<file path="config.mk">
export PLATFORM = sky130hd
export DESIGN_NAME = keta_engine_flat
export DESIGN_NICKNAME = d
export VERILOG_FILES = /design/src/hdl/keyed_event_time_accumulator_assert.svh /design/src/hdl/keta_pkg.sv /design/src/hdl/keta_channels.sv /design/src/hdl/keta_engine.sv /design/src/flat_wrapper.sv
export SDC_FILE = /design/constraint.sdc
export NUM_CORES = 1
export LEC_CHECK = 0
export ABC_AREA = 1
export BUFFER_PORTS_ARGS = -buffer_cell sky130_fd_sc_hd__buf_2
export CAP_MARGIN = 20
export CORE_AREA = 2 2 288 290
export DETAILED_ROUTE_END_ITERATION = 10
export DIE_AREA = 0 0 290 292
export PLACE_DENSITY = 0.54
export SLEW_MARGIN = 10
export SYNTH_ARGS = -nofsm -noshare
export SYNTH_HDL_FRONTEND = slang
export SYNTH_SLANG_ARGS = --single-unit
</file>
<file path="constraint.sdc">
create_clock -name clock -period 14.6 [get_ports clock]
set_input_delay 2.92 -clock clock [delete_from_list [all_inputs] [get_ports clock]]
set_output_delay 2.92 -clock clock [all_outputs]
set_load 0.005 [all_outputs]
</file>
<file path="src/hdl/keyed_event_time_accumulator_assert.svh">
// Assertion helpers for the keyed event time accumulator.
`ifndef KEYED_EVENT_TIME_ACCUMULATOR_ASSERT_SVH
`define KEYED_EVENT_TIME_ACCUMULATOR_ASSERT_SVH

// Same-cycle implication, disabled while reset is high.
`define KETA_ASSERT_IMP(label, clk, rst, ante, cons) \
   label: assert property (@(posedge clk) disable iff (rst) (ante) |-> (cons)) \
      else $error("keta: same-cycle check failed");

// Next-cycle implication, disabled while reset is high.
`define KETA_ASSERT_NXT(label, clk, rst, ante, cons) \
   label: assert property (@(posedge clk) disable iff (rst) (ante) |=> (cons)) \
      else $error("keta: next-cycle check failed");

`endif

</file>
<file path="src/hdl/keta_pkg.sv">
package keta_pkg;

   localparam int KEY_W = 64;
   localparam int IDX_W = 8;

   // Result status codes
   typedef enum logic [2:0] {
      ST_UPDATED    = 3'd0,
      ST_INSERTED   = 3'd1,
      ST_FULL       = 3'd2,
      ST_NULL_KEY   = 3'd3,
      ST_READ_VALID = 3'd4,
      ST_READ_EMPTY = 3'd5
   } status_type;

   // Request opcodes
   typedef enum logic {
      OP_ACCUMULATE = 1'b0,
      OP_READ       = 1'b1
   } opcode_type;

   // Engine sequencer states
   typedef enum logic [1:0] {
      S_IDLE,
      S_READ,
      S_SCAN,
      S_EMIT
   } state_type;

   // One table entry as held in memory
   typedef struct packed {
      logic [KEY_W-1:0] key;
      logic [KEY_W-1:0] count;
      logic [KEY_W-1:0] total;
   } entry_type;

   // One result transaction
   typedef struct packed {
      status_type       status;
      logic [IDX_W-1:0] entry_index;
      logic [KEY_W-1:0] key;
      logic [KEY_W-1:0] count;
      logic [KEY_W-1:0] total;
   } res_type;

endpackage

</file>
<file path="src/hdl/keta_channels.sv">
// Request channel: accumulate or read transactions.
interface keta_req_if;
   logic        valid;
   logic        ready;
   logic        opcode;
   logic [63:0] location_key;
   logic [63:0] elapsed_time;
   logic [7:0]  read_index;

   modport source (output valid, opcode, location_key, elapsed_time, read_index,
                   input ready);
   modport sink (input valid, opcode, location_key, elapsed_time, read_index,
                 output ready);
endinterface


</file>
<file path="src/hdl/keta_engine.sv">
module keta_engine
   import keta_pkg::*;
#(
   parameter int TABLE_ENTRIES = 256,
   parameter int IW            = 8,
   parameter int FW            = 9
) (
   input  logic          clock,
   input  logic          reset,
   keta_req_if.sink      req,
   output logic [IW-1:0] rd_addr,
   input  entry_type     rd_data,
   output logic          wr_en,
   output logic [IW-1:0] wr_addr,
   output entry_type     wr_data,
   output logic          res_valid,
   input  logic          res_ready,
   output res_type       res,
   output logic          busy
);

   state_type        state_ff, state_in;
   logic [FW-1:0]    fill_ff, fill_in;
   logic [IW-1:0]    cur_ff, cur_in;
   logic [63:0]      key_ff, key_in;
   logic [63:0]      dt_ff, dt_in;
   res_type          res_ff, res_in;

   logic             accept;
   logic             read_hit;
   logic             cur_last;
   logic             key_hit;
   logic             full;
   logic [IW-1:0]    fill_idx;

   // Status of the table and the current scan step
   assign accept   = req.valid && (state_ff == S_IDLE);
   assign read_hit = (FW+8)'(req.read_index) < (FW+8)'(fill_ff);
   assign cur_last = (FW'(cur_ff) + FW'(1)) == fill_ff;
   assign key_hit  = rd_data.key == key_ff;
   assign full     = fill_ff == FW'(TABLE_ENTRIES);
   assign fill_idx = fill_ff[IW-1:0];

   // Next state
   always_comb begin
      state_in = state_ff;
      unique case (state_ff)
         S_IDLE: begin
            if (accept) begin
               if (req.opcode == OP_READ) begin
                  state_in = read_hit ? S_READ : S_EMIT;
               end else if (req.location_key == '0 || fill_ff == '0) begin
                  state_in = S_EMIT;
               end else begin
                  state_in = S_SCAN;
               end
            end
         end
         S_READ: begin
            state_in = S_EMIT;
         end
         S_SCAN: begin
            if (key_hit || cur_last) begin
               state_in = S_EMIT;
            end
         end
         S_EMIT: begin
            if (res_ready) begin
               state_in = S_IDLE;
            end
         end
         default: state_in = S_IDLE;
      endcase
   end

   // Memory accesses and result assembly
   always_comb begin
      rd_addr       = cur_ff + IW'(1);
      wr_en         = 1'b0;
      wr_addr       = fill_idx;
      wr_data.key   = key_ff;
      wr_data.count = 64'd1;
      wr_data.total = dt_ff;
      res_in        = res_ff;
      fill_in       = fill_ff;
      cur_in        = cur_ff;
      key_in        = key_ff;
      dt_in         = dt_ff;
      unique case (state_ff)
         S_IDLE: begin
            rd_addr = (req.opcode == OP_READ) ? IW'(req.read_index) : '0;
            if (accept) begin
               key_in             = req.location_key;
               dt_in              = req.elapsed_time;
               cur_in             = '0;
               res_in.entry_index = '0;
               res_in.key         = '0;
               res_in.count       = '0;
               res_in.total       = '0;
               if (req.opcode == OP_READ) begin
                  res_in.entry_index = req.read_index;
                  res_in.status      = read_hit ? ST_READ_VALID : ST_READ_EMPTY;
               end else if (req.location_key == '0) begin
                  res_in.status = ST_NULL_KEY;
               end else if (fill_ff == '0) begin
                  // empty table: claim entry zero right away
                  wr_en         = 1'b1;
                  wr_addr       = '0;
                  wr_data.key   = req.location_key;
                  wr_data.total = req.elapsed_time;
                  fill_in       = FW'(1);
                  res_in.status = ST_INSERTED;
                  res_in.key    = req.location_key;
                  res_in.count  = 64'd1;
                  res_in.total  = req.elapsed_time;
               end
            end
         end
         S_READ: begin
            res_in.status = ST_READ_VALID;
            res_in.key    = rd_data.key;
            res_in.count  = rd_data.count;
            res_in.total  = rd_data.total;
         end
         S_SCAN: begin
            cur_in = cur_ff + IW'(1);
            if (key_hit) begin
               // existing entry: bump count, add time
               wr_en              = 1'b1;
               wr_addr            = cur_ff;
               wr_data.count      = rd_data.count + 64'd1;
               wr_data.total      = rd_data.total + dt_ff;
               res_in.status      = ST_UPDATED;
               res_in.entry_index = 8'(cur_ff);
               res_in.key         = key_ff;
               res_in.count       = rd_data.count + 64'd1;
               res_in.total       = rd_data.total + dt_ff;
            end else if (cur_last) begin
               if (full) begin
                  res_in.status = ST_FULL;
               end else begin
                  // key absent: claim the next free entry
                  wr_en              = 1'b1;
                  fill_in            = fill_ff + FW'(1);
                  res_in.status      = ST_INSERTED;
                  res_in.entry_index = 8'(fill_idx);
                  res_in.key         = key_ff;
                  res_in.count       = 64'd1;
                  res_in.total       = dt_ff;
               end
            end
         end
         S_EMIT: begin
         end
         default: begin
         end
      endcase
   end

   // Control registers
   always_ff @(posedge clock) begin
      if (reset) begin
         state_ff <= S_IDLE;
         fill_ff  <= '0;
      end else begin
         state_ff <= state_in;
         fill_ff  <= fill_in;
      end
   end

   // Payload registers
   always_ff @(posedge clock) begin
      cur_ff <= cur_in;
      key_ff <= key_in;
      dt_ff  <= dt_in;
      res_ff <= res_in;
   end

   assign req.ready = (state_ff == S_IDLE);
   assign res_valid = (state_ff == S_EMIT);
   assign res       = res_ff;
   assign busy      = (state_ff != S_IDLE);

endmodule

</file>
<file path="src/flat_wrapper.sv">
// flat-port wrapper written by rule: the top's interface ports become plain ports
module keta_engine_flat import keta_pkg::*;
#(
   parameter int TABLE_ENTRIES = 256,
   parameter int IW            = 8,
   parameter int FW            = 9
)
  (clock, reset, rd_addr, rd_data, wr_en, wr_addr, wr_data, res_valid, res_ready, res, busy, req_valid, req_opcode, req_location_key, req_elapsed_time, req_read_index, req_ready);
  keta_req_if req_i ();
  input  logic clock;
  input  logic reset;
  output logic [IW-1:0] rd_addr;
  input  entry_type rd_data;
  output logic wr_en;
  output logic [IW-1:0] wr_addr;
  output entry_type wr_data;
  output logic res_valid;
  input  logic res_ready;
  output res_type res;
  output logic busy;
  input wire logic [$bits(req_i.valid)-1:0] req_valid;
  input wire logic [$bits(req_i.opcode)-1:0] req_opcode;
  input wire logic [$bits(req_i.location_key)-1:0] req_location_key;
  input wire logic [$bits(req_i.elapsed_time)-1:0] req_elapsed_time;
  input wire logic [$bits(req_i.read_index)-1:0] req_read_index;
  output wire logic [$bits(req_i.ready)-1:0] req_ready;
  assign req_i.valid = req_valid;
  assign req_i.opcode = req_opcode;
  assign req_i.location_key = req_location_key;
  assign req_i.elapsed_time = req_elapsed_time;
  assign req_i.read_index = req_read_index;
  assign req_ready = req_i.ready;
  keta_engine #(.TABLE_ENTRIES(TABLE_ENTRIES), .IW(IW), .FW(FW)) u_core (.clock(clock), .reset(reset), .req(req_i), .rd_addr(rd_addr), .rd_data(rd_data), .wr_en(wr_en), .wr_addr(wr_addr), .wr_data(wr_data), .res_valid(res_valid), .res_ready(res_ready), .res(res), .busy(busy));
endmodule
</file>
==> impl_metrics.toml, run 1 <==
[run_status]
outcome = "finished clean"

[clocking]
root_buffer = "clkbuf_16"
cts_hold_buf = 0
cts_made_buffers = 45
cts.clk_slew.worst_paths_ns = 0.06
post_cts_resized = 0
post_cts_buffers = 0
h-tree-depth = 2
clk_latency_ns = 0.61
clock-sinks = 350
clockBufferDepth = 3
cts_tree = "built"

[min_path]
min_from = "u_core.key_ff[14]"
hold_depth = 2
min_to = "u_core.res[142]"
hold_path_class = "reg -> reg"

[critical_path]
r2r-start = "u_core.key_ff[0]"
arrival_ns = 6.61
path_cells = "buf_2, xor2_1, nor2_1, nand2_1, nor2_1, nand2_1, nor2_2, nand3_4, buf_4, clkinv_2, buf_4, nand3_1, o21ai_0, inv_1, nand3_1, buf_2"
crit_type = "in -> out"
endpoint_kind = "primary output"
cp.buffers_inverters = 6
critPathTopFamily = "buffers and inverters"
r2r_slack_ns = 9.48
ff2ff_path_depth = 14
crit_required_ns = 11.68
r2r-end = "u_core.res[128]"
crit_path_max_incr_delay_ns = 0.92
path_max_fanout = 56
cp_slowest_cell = "clkinv_2"
start_kind = "primary input"

[logic_synthesis]
synthCells = 4163
ys_ff_latch = 350
ys_seq_area_share_pct = 37.1
ys.flop_type = "edfxtp_1"
syn_avg_cell_area_um2 = 6.74
syn_nets = 4576
async_flop_share_pct = 0
ys_warn_count = 0
synth_edf_count = 339
synth_area_mm2 = 0.0281
synthDistinctLibCells = 58

[grt]
first_global_vias = 28700
antenna_found_initial = 36
grt.overflow.total = 0
globalRouteTotalUtil_pct = 30.6
grt_max_degree = 203
grt_pass1_wl_mm = 193

[detailed_routing]
dr.pass1.iters = 6
ant_nets = 0
drtIter0Drc = 2688
wirelength_mm = 135
wl_per_cell_um = 22.6
drc = 0
via_count = 30700
viasPerCell = 5.13

[power_and_ir_drop]
power.total_w = 0.00607
ir_drop_mv = 0.130
total_leakage_power_nw = 17.6
power_density_mw_per_mm2 = 177

[placement]
hpwlAfterDp_mm = 106
io_buffers = 747
gp_congestion = 0.989
placed_cell_area_mm2 = 0.0328

[floorplanning]
dieHeight_um = 292
fp.dieW_um = 290
rows = 105
start_util_pct = 34.4
io_pins = 748
dieArea_mm2 = 0.0847
core_area_mm2 = 0.0816

[sta]
relSlewSlack_pct = 25.5
worstMarginPinSlew_ns = 1.12
slew_viol_final = 0
fin_crit_sh_pct = 65.2
rsz0062_at_grt = "no"
hold_violations = 0
tns_ns = 0
finClkSkew_ns = 0.0325
period_minus_slack_ns = 9.53
setup_viol = 0
timing.fmax_mhz = 105

[finish]
final_cell_area_mm2 = 0.0343
drive_above_1_share_pct = 18.5
utilization_pct = 42.1
final_nets = 5260
area_growth_pct = 22.2

[run]
cap_viol_max_count = 0
[registers in the layout (all words and copies together), names as in the netlist]
register,cells
u_core.res,203
u_core.dt_ff,64
u_core.key_ff,64
u_core.fill_ff,9
u_core.cur_ff,8
u_core.state_ff,2
[how the worst max path moves through the flow]
stage	start	to	slack, ns	cells after the start
6_report	rd_data[173]	wr_data[33]	5.07	16
2_1_floorplan	rd_data[185]	u_core.res[0]	2.31	12
5_1_grt	rd_data[173]	wr_data[33]	4.84	16
3_3_place_gp	rd_data[173]	wr_data[33]	5.01	16
4_1_cts	rd_data[173]	wr_data[33]	4.96	16
3_5_place_dp	rd_data[173]	wr_data[33]	4.97	16
[worst min-delay path, delay by kind of cell, from the launching register on]
family	cells	cell delay [ns]
flip-flops	1	0.36
AO/OA/AOI/OAI	1	0.06
AND/OR/NAND/NOR	1	0.06
[report_power, final]
group          switching [W]  total (W)  leakage (nW)  internal, W
registers           0.000193    0.00186          3.48      0.00167
clock network       0.000492    0.00115         0.726     0.000656
logic                0.00212    0.00306          13.4     0.000942
[final cells by class]
type                       count  area, µm²
tap                         1070       1340
clock inverter                35        345
timing repair buffer         770       3920
multi-input combinational   2910      14200
sequential                   350      10400
fill                        8774      47300
clock buffer                  48       1140
inverter                     770       2900
antenna                       23       57.6
[kinds of logic after synthesis]
group | share of synthesized area, %
flops | 37.1
fa+ha+maj | 3.59
compound gates | 12.2
simple gates | 32.1
buf+inv | 12.5
xor+xnor | 2.50
[placed cells by master (no fill, tap or decap), types with 10 or more instances in the layout]
cell,netlist,layout
nand3_1,212,211
o21ai_0,239,239
o21bai_1,39,39
inv_2,15,13
o221ai_1,61,61
clkinv_2,0,12
inv_1,753,751
dfxtp_1,11,11
diode_2,0,23
nor3_1,53,53
clkbuf_16,0,45
clkinv_1,2,15
nand2_1,1341,1339
buf_4,9,22
buf_2,33,747
a21oi_1,176,176
edfxtp_1,339,339
o21ai_1,14,14
ha_1,79,78
or2_1,10,10
nor2_1,381,380
nand3b_1,28,28
xor2_1,72,72
nand4_1,92,92
o22ai_1,14,14
[cells in the mapped netlist, types with 3 or more instances]
library cell	count	area share [%]
xnor2_1	8	0.25
xor2_1	72	2.2
or2_1	10	0.22
o221ai_1	61	1.9
o21ai_1	14	0.25
nor2_2	8	0.18
nor3_2	6	0.21
nand3b_1	28	0.75
inv_1	753	10
o21ai_0	239	4.3
o22ai_1	14	0.31
buf_2	33	0.59
a22oi_1	3	0.080
and2_1	7	0.16
buf_4	9	0.24
nor3b_1	3	0.080
nand4_1	92	2.1
buf_1	6	0.080
nand2_1	1341	18
nor3_1	53	0.95
inv_2	15	0.20
ha_1	79	3.5
o21bai_1	39	1.0
a22oi_2	8	0.36
clkbuf_1	79	1.1
nor4_1	5	0.11
nand3_1	212	3.8
dfxtp_1	11	0.78
nor2_1	381	5.1
buf_6	6	0.24
nand3_2	3	0.11
edfxtp_1	339	36
a21oi_1	176	3.1
o32ai_1	3	0.094
o211ai_1	7	0.19
or2_2	8	0.18
[through the flow]
step | hold WS [ns] | worst slack, ns | instances
3_3_place_gp | 0.574 | 5.01 | 5870
2_1_floorplan | 0.547 | 2.31 | 4163
3_5_place_dp | 0.579 | 4.97 | 5870
6_report | 0.593 | 5.07 | 5976
5_1_grt | 0.622 | 4.84 | 5969
4_1_cts | 0.594 | 4.96 | 5953
[routing by layer]
metal | global-route usage (%) | vias up | share of wire, %
met4 | 14.8 | 16 | 5.2
met1 | 38.0 | 14400 | 41
met3 | 5.08 | 266 | 6.4
met2 | 51.7 | 1166 | 47
met5 | 0 | - | 0.084
li1 | - | 14800 | -
Power figures use the tool's default switching activity.
==> inputs of run 2 (changes only) <==
clock period = 9.4 ns   (was 14.6 ns; I/O delays follow)
==> impl_metrics.toml, run 2 (synthesis gave the netlist of run 1 again) <==
[finish]
fill_cells = 8939
final_nets = 5263
area_growth_pct = 22.2
largest_reg_flops = 203
final_common_cell = "nand2_1"
drive_above_1_share_pct = 18.4
final_cell_mix = "nand2_1 (1,339), inv_1 (751), buf_2 (747)"
final_cell_area_mm2 = 0.0343

[clocking]
cts_hold_buf = 0
clock-sinks = 350
cts.clk_slew.worst_paths_ns = 0.06
cts_made_buffers = 45
h-tree-depth = 2
cts_tree = "built"
post_cts_resized = 0
clockBufferDepth = 3
clk_latency_ns = 0.60
root_buffer = "clkbuf_16"
post_cts_buffers = 0

[floorplanning]
dieArea_mm2 = 0.0847
io_pins = 748
core_area_mm2 = 0.0816
start_util_pct = 34.4
dieHeight_um = 292
rows = 105
fp.dieW_um = 290

[sta]
timing.fmax_mhz = 140
relSlewSlack_pct = 26.7
period_minus_slack_ns = 7.16
whs_ns = 0.591
fin_crit_sh_pct = 76.2
slew_viol_final = 0
setup_viol = 0
worstMarginPinSlew_ns = 1.10
tns_ns = 0
finClkSkew_ns = 0.0241
hold_violations = 0
rsz0062_at_grt = "no"

[critical_path]
crit_type = "in -> out"
endpoint_kind = "primary output"
path_max_fanout = 103
ff2ff_path_depth = 12
crit_required_ns = 7.52
arrival_ns = 5.28
start_kind = "primary input"

[detailed_routing]
wl_per_cell_um = 22.7
drtIter0Drc = 2579
dr.pass1.iters = 6
ant_nets = 0
viasPerCell = 5.13
wirelength_mm = 136
via_count = 30700
drc = 0

[run]
cap_viol_max_count = 0

[power_and_ir_drop]
ir_drop_mv = 0.289
power_density_mw_per_mm2 = 273
total_leakage_power_nw = 17.6

[grt]
grt.overflow.total = 0
grt_pass1_wl_mm = 195
globalRouteTotalUtil_pct = 30.8
first_global_vias = 29000
grt_max_degree = 151
antenna_found_initial = 43

[placement]
placed_cell_area_mm2 = 0.0328
hpwlAfterDp_mm = 107
gp_congestion = 1.00
io_buffers = 747

[run_status]
outcome = "finished clean"

[min_path]
hold_depth = 2
hold_path_class = "reg -> reg"
[run 2: changes by cell type in the layout (fill, tap and decap cells not counted)]
cell and change:
buf_12 +2, buf_16 +1, bufinv_16 -4, clkbuf_1 +11
clkbuf_16 +1, clkbuf_8 +2, clkinv_1 -5, clkinv_2 -1
clkinv_4 -1, clkinv_8 -2, clkinvlp_4 -1, diode_2 +5
[run 2: worst paths after layout]
path                        start         endpoint  slack, ns
max          req_location_key[53]      wr_data[58]       2.24
min             u_core.key_ff[15]  u_core.res[143]       0.59
max reg2reg     u_core.key_ff[57]   u_core.res[17]       5.10
min reg2reg     u_core.key_ff[15]  u_core.res[143]       0.59
[run 2: layout make-up]
| type | count | area (µm²) | share of cell area (%) |
|---|---|---|---|
| antenna | 28 | 70.1 | 0.204 |
| clock buffer | 62 | 1230 | 3.59 |
| clock inverter | 21 | 153 | 0.445 |
| inverter | 770 | 2900 | 8.46 |
| multi-input combinational | 2910 | 14200 | 41.4 |
| sequential | 350 | 10400 | 30.3 |
| tap | 1070 | 1340 | 3.90 |
| timing repair buffer | 773 | 3990 | 11.6 |
[run 2: critical path: stages]
cell and delay (ns):
buf_2 0.13, inv_1 0.14, nand4_1 0.10, nor2_1 0.24, nand2_1 0.16, nor2_1 0.23
nand2_1 0.50, nand3_4 0.72, buf_12 0.37, a21oi_1 0.13, o21ai_0 0.12, nand4_1 0.19
buf_2 0.17
[run 2: power by group]
group	total, W	switching [W]	internal, W
Combinational	0.00480	0.00332	0.00148
Clock	0.00169	0.000744	0.000946
Sequential	0.00288	0.000285	0.00259
Total	0.00937	0.00435	0.00502
[run 2: per-layer routing]
metal / track usage [%] / part of all wire [%] / wire [µm]
met1: 39.5 / 42 / 56300
met2: 52.0 / 47 / 63200
met3: 5.03 / 7.6 / 10300
met4: 11.9 / 4.2 / 5760
met5: 0 / 0.032 / 43
[run 2: metrics by stage]
| stage | power, W | worst slack (ns) | utilization [%] | instances |
|---|---|---|---|---|
| floorplan | 0.00545 | 0.977 | - | 4163 |
| global placement | 0.00769 | 2.32 | 40.2 | 5872 |
| detailed placement | 0.00769 | 2.27 | 40.2 | 5873 |
| CTS | 0.00941 | 2.26 | 41.9 | 5956 |
| global route | 0.00994 | 1.99 | 42.0 | 5972 |
| finish | 0.00937 | 2.24 | 42.0 | 5984 |
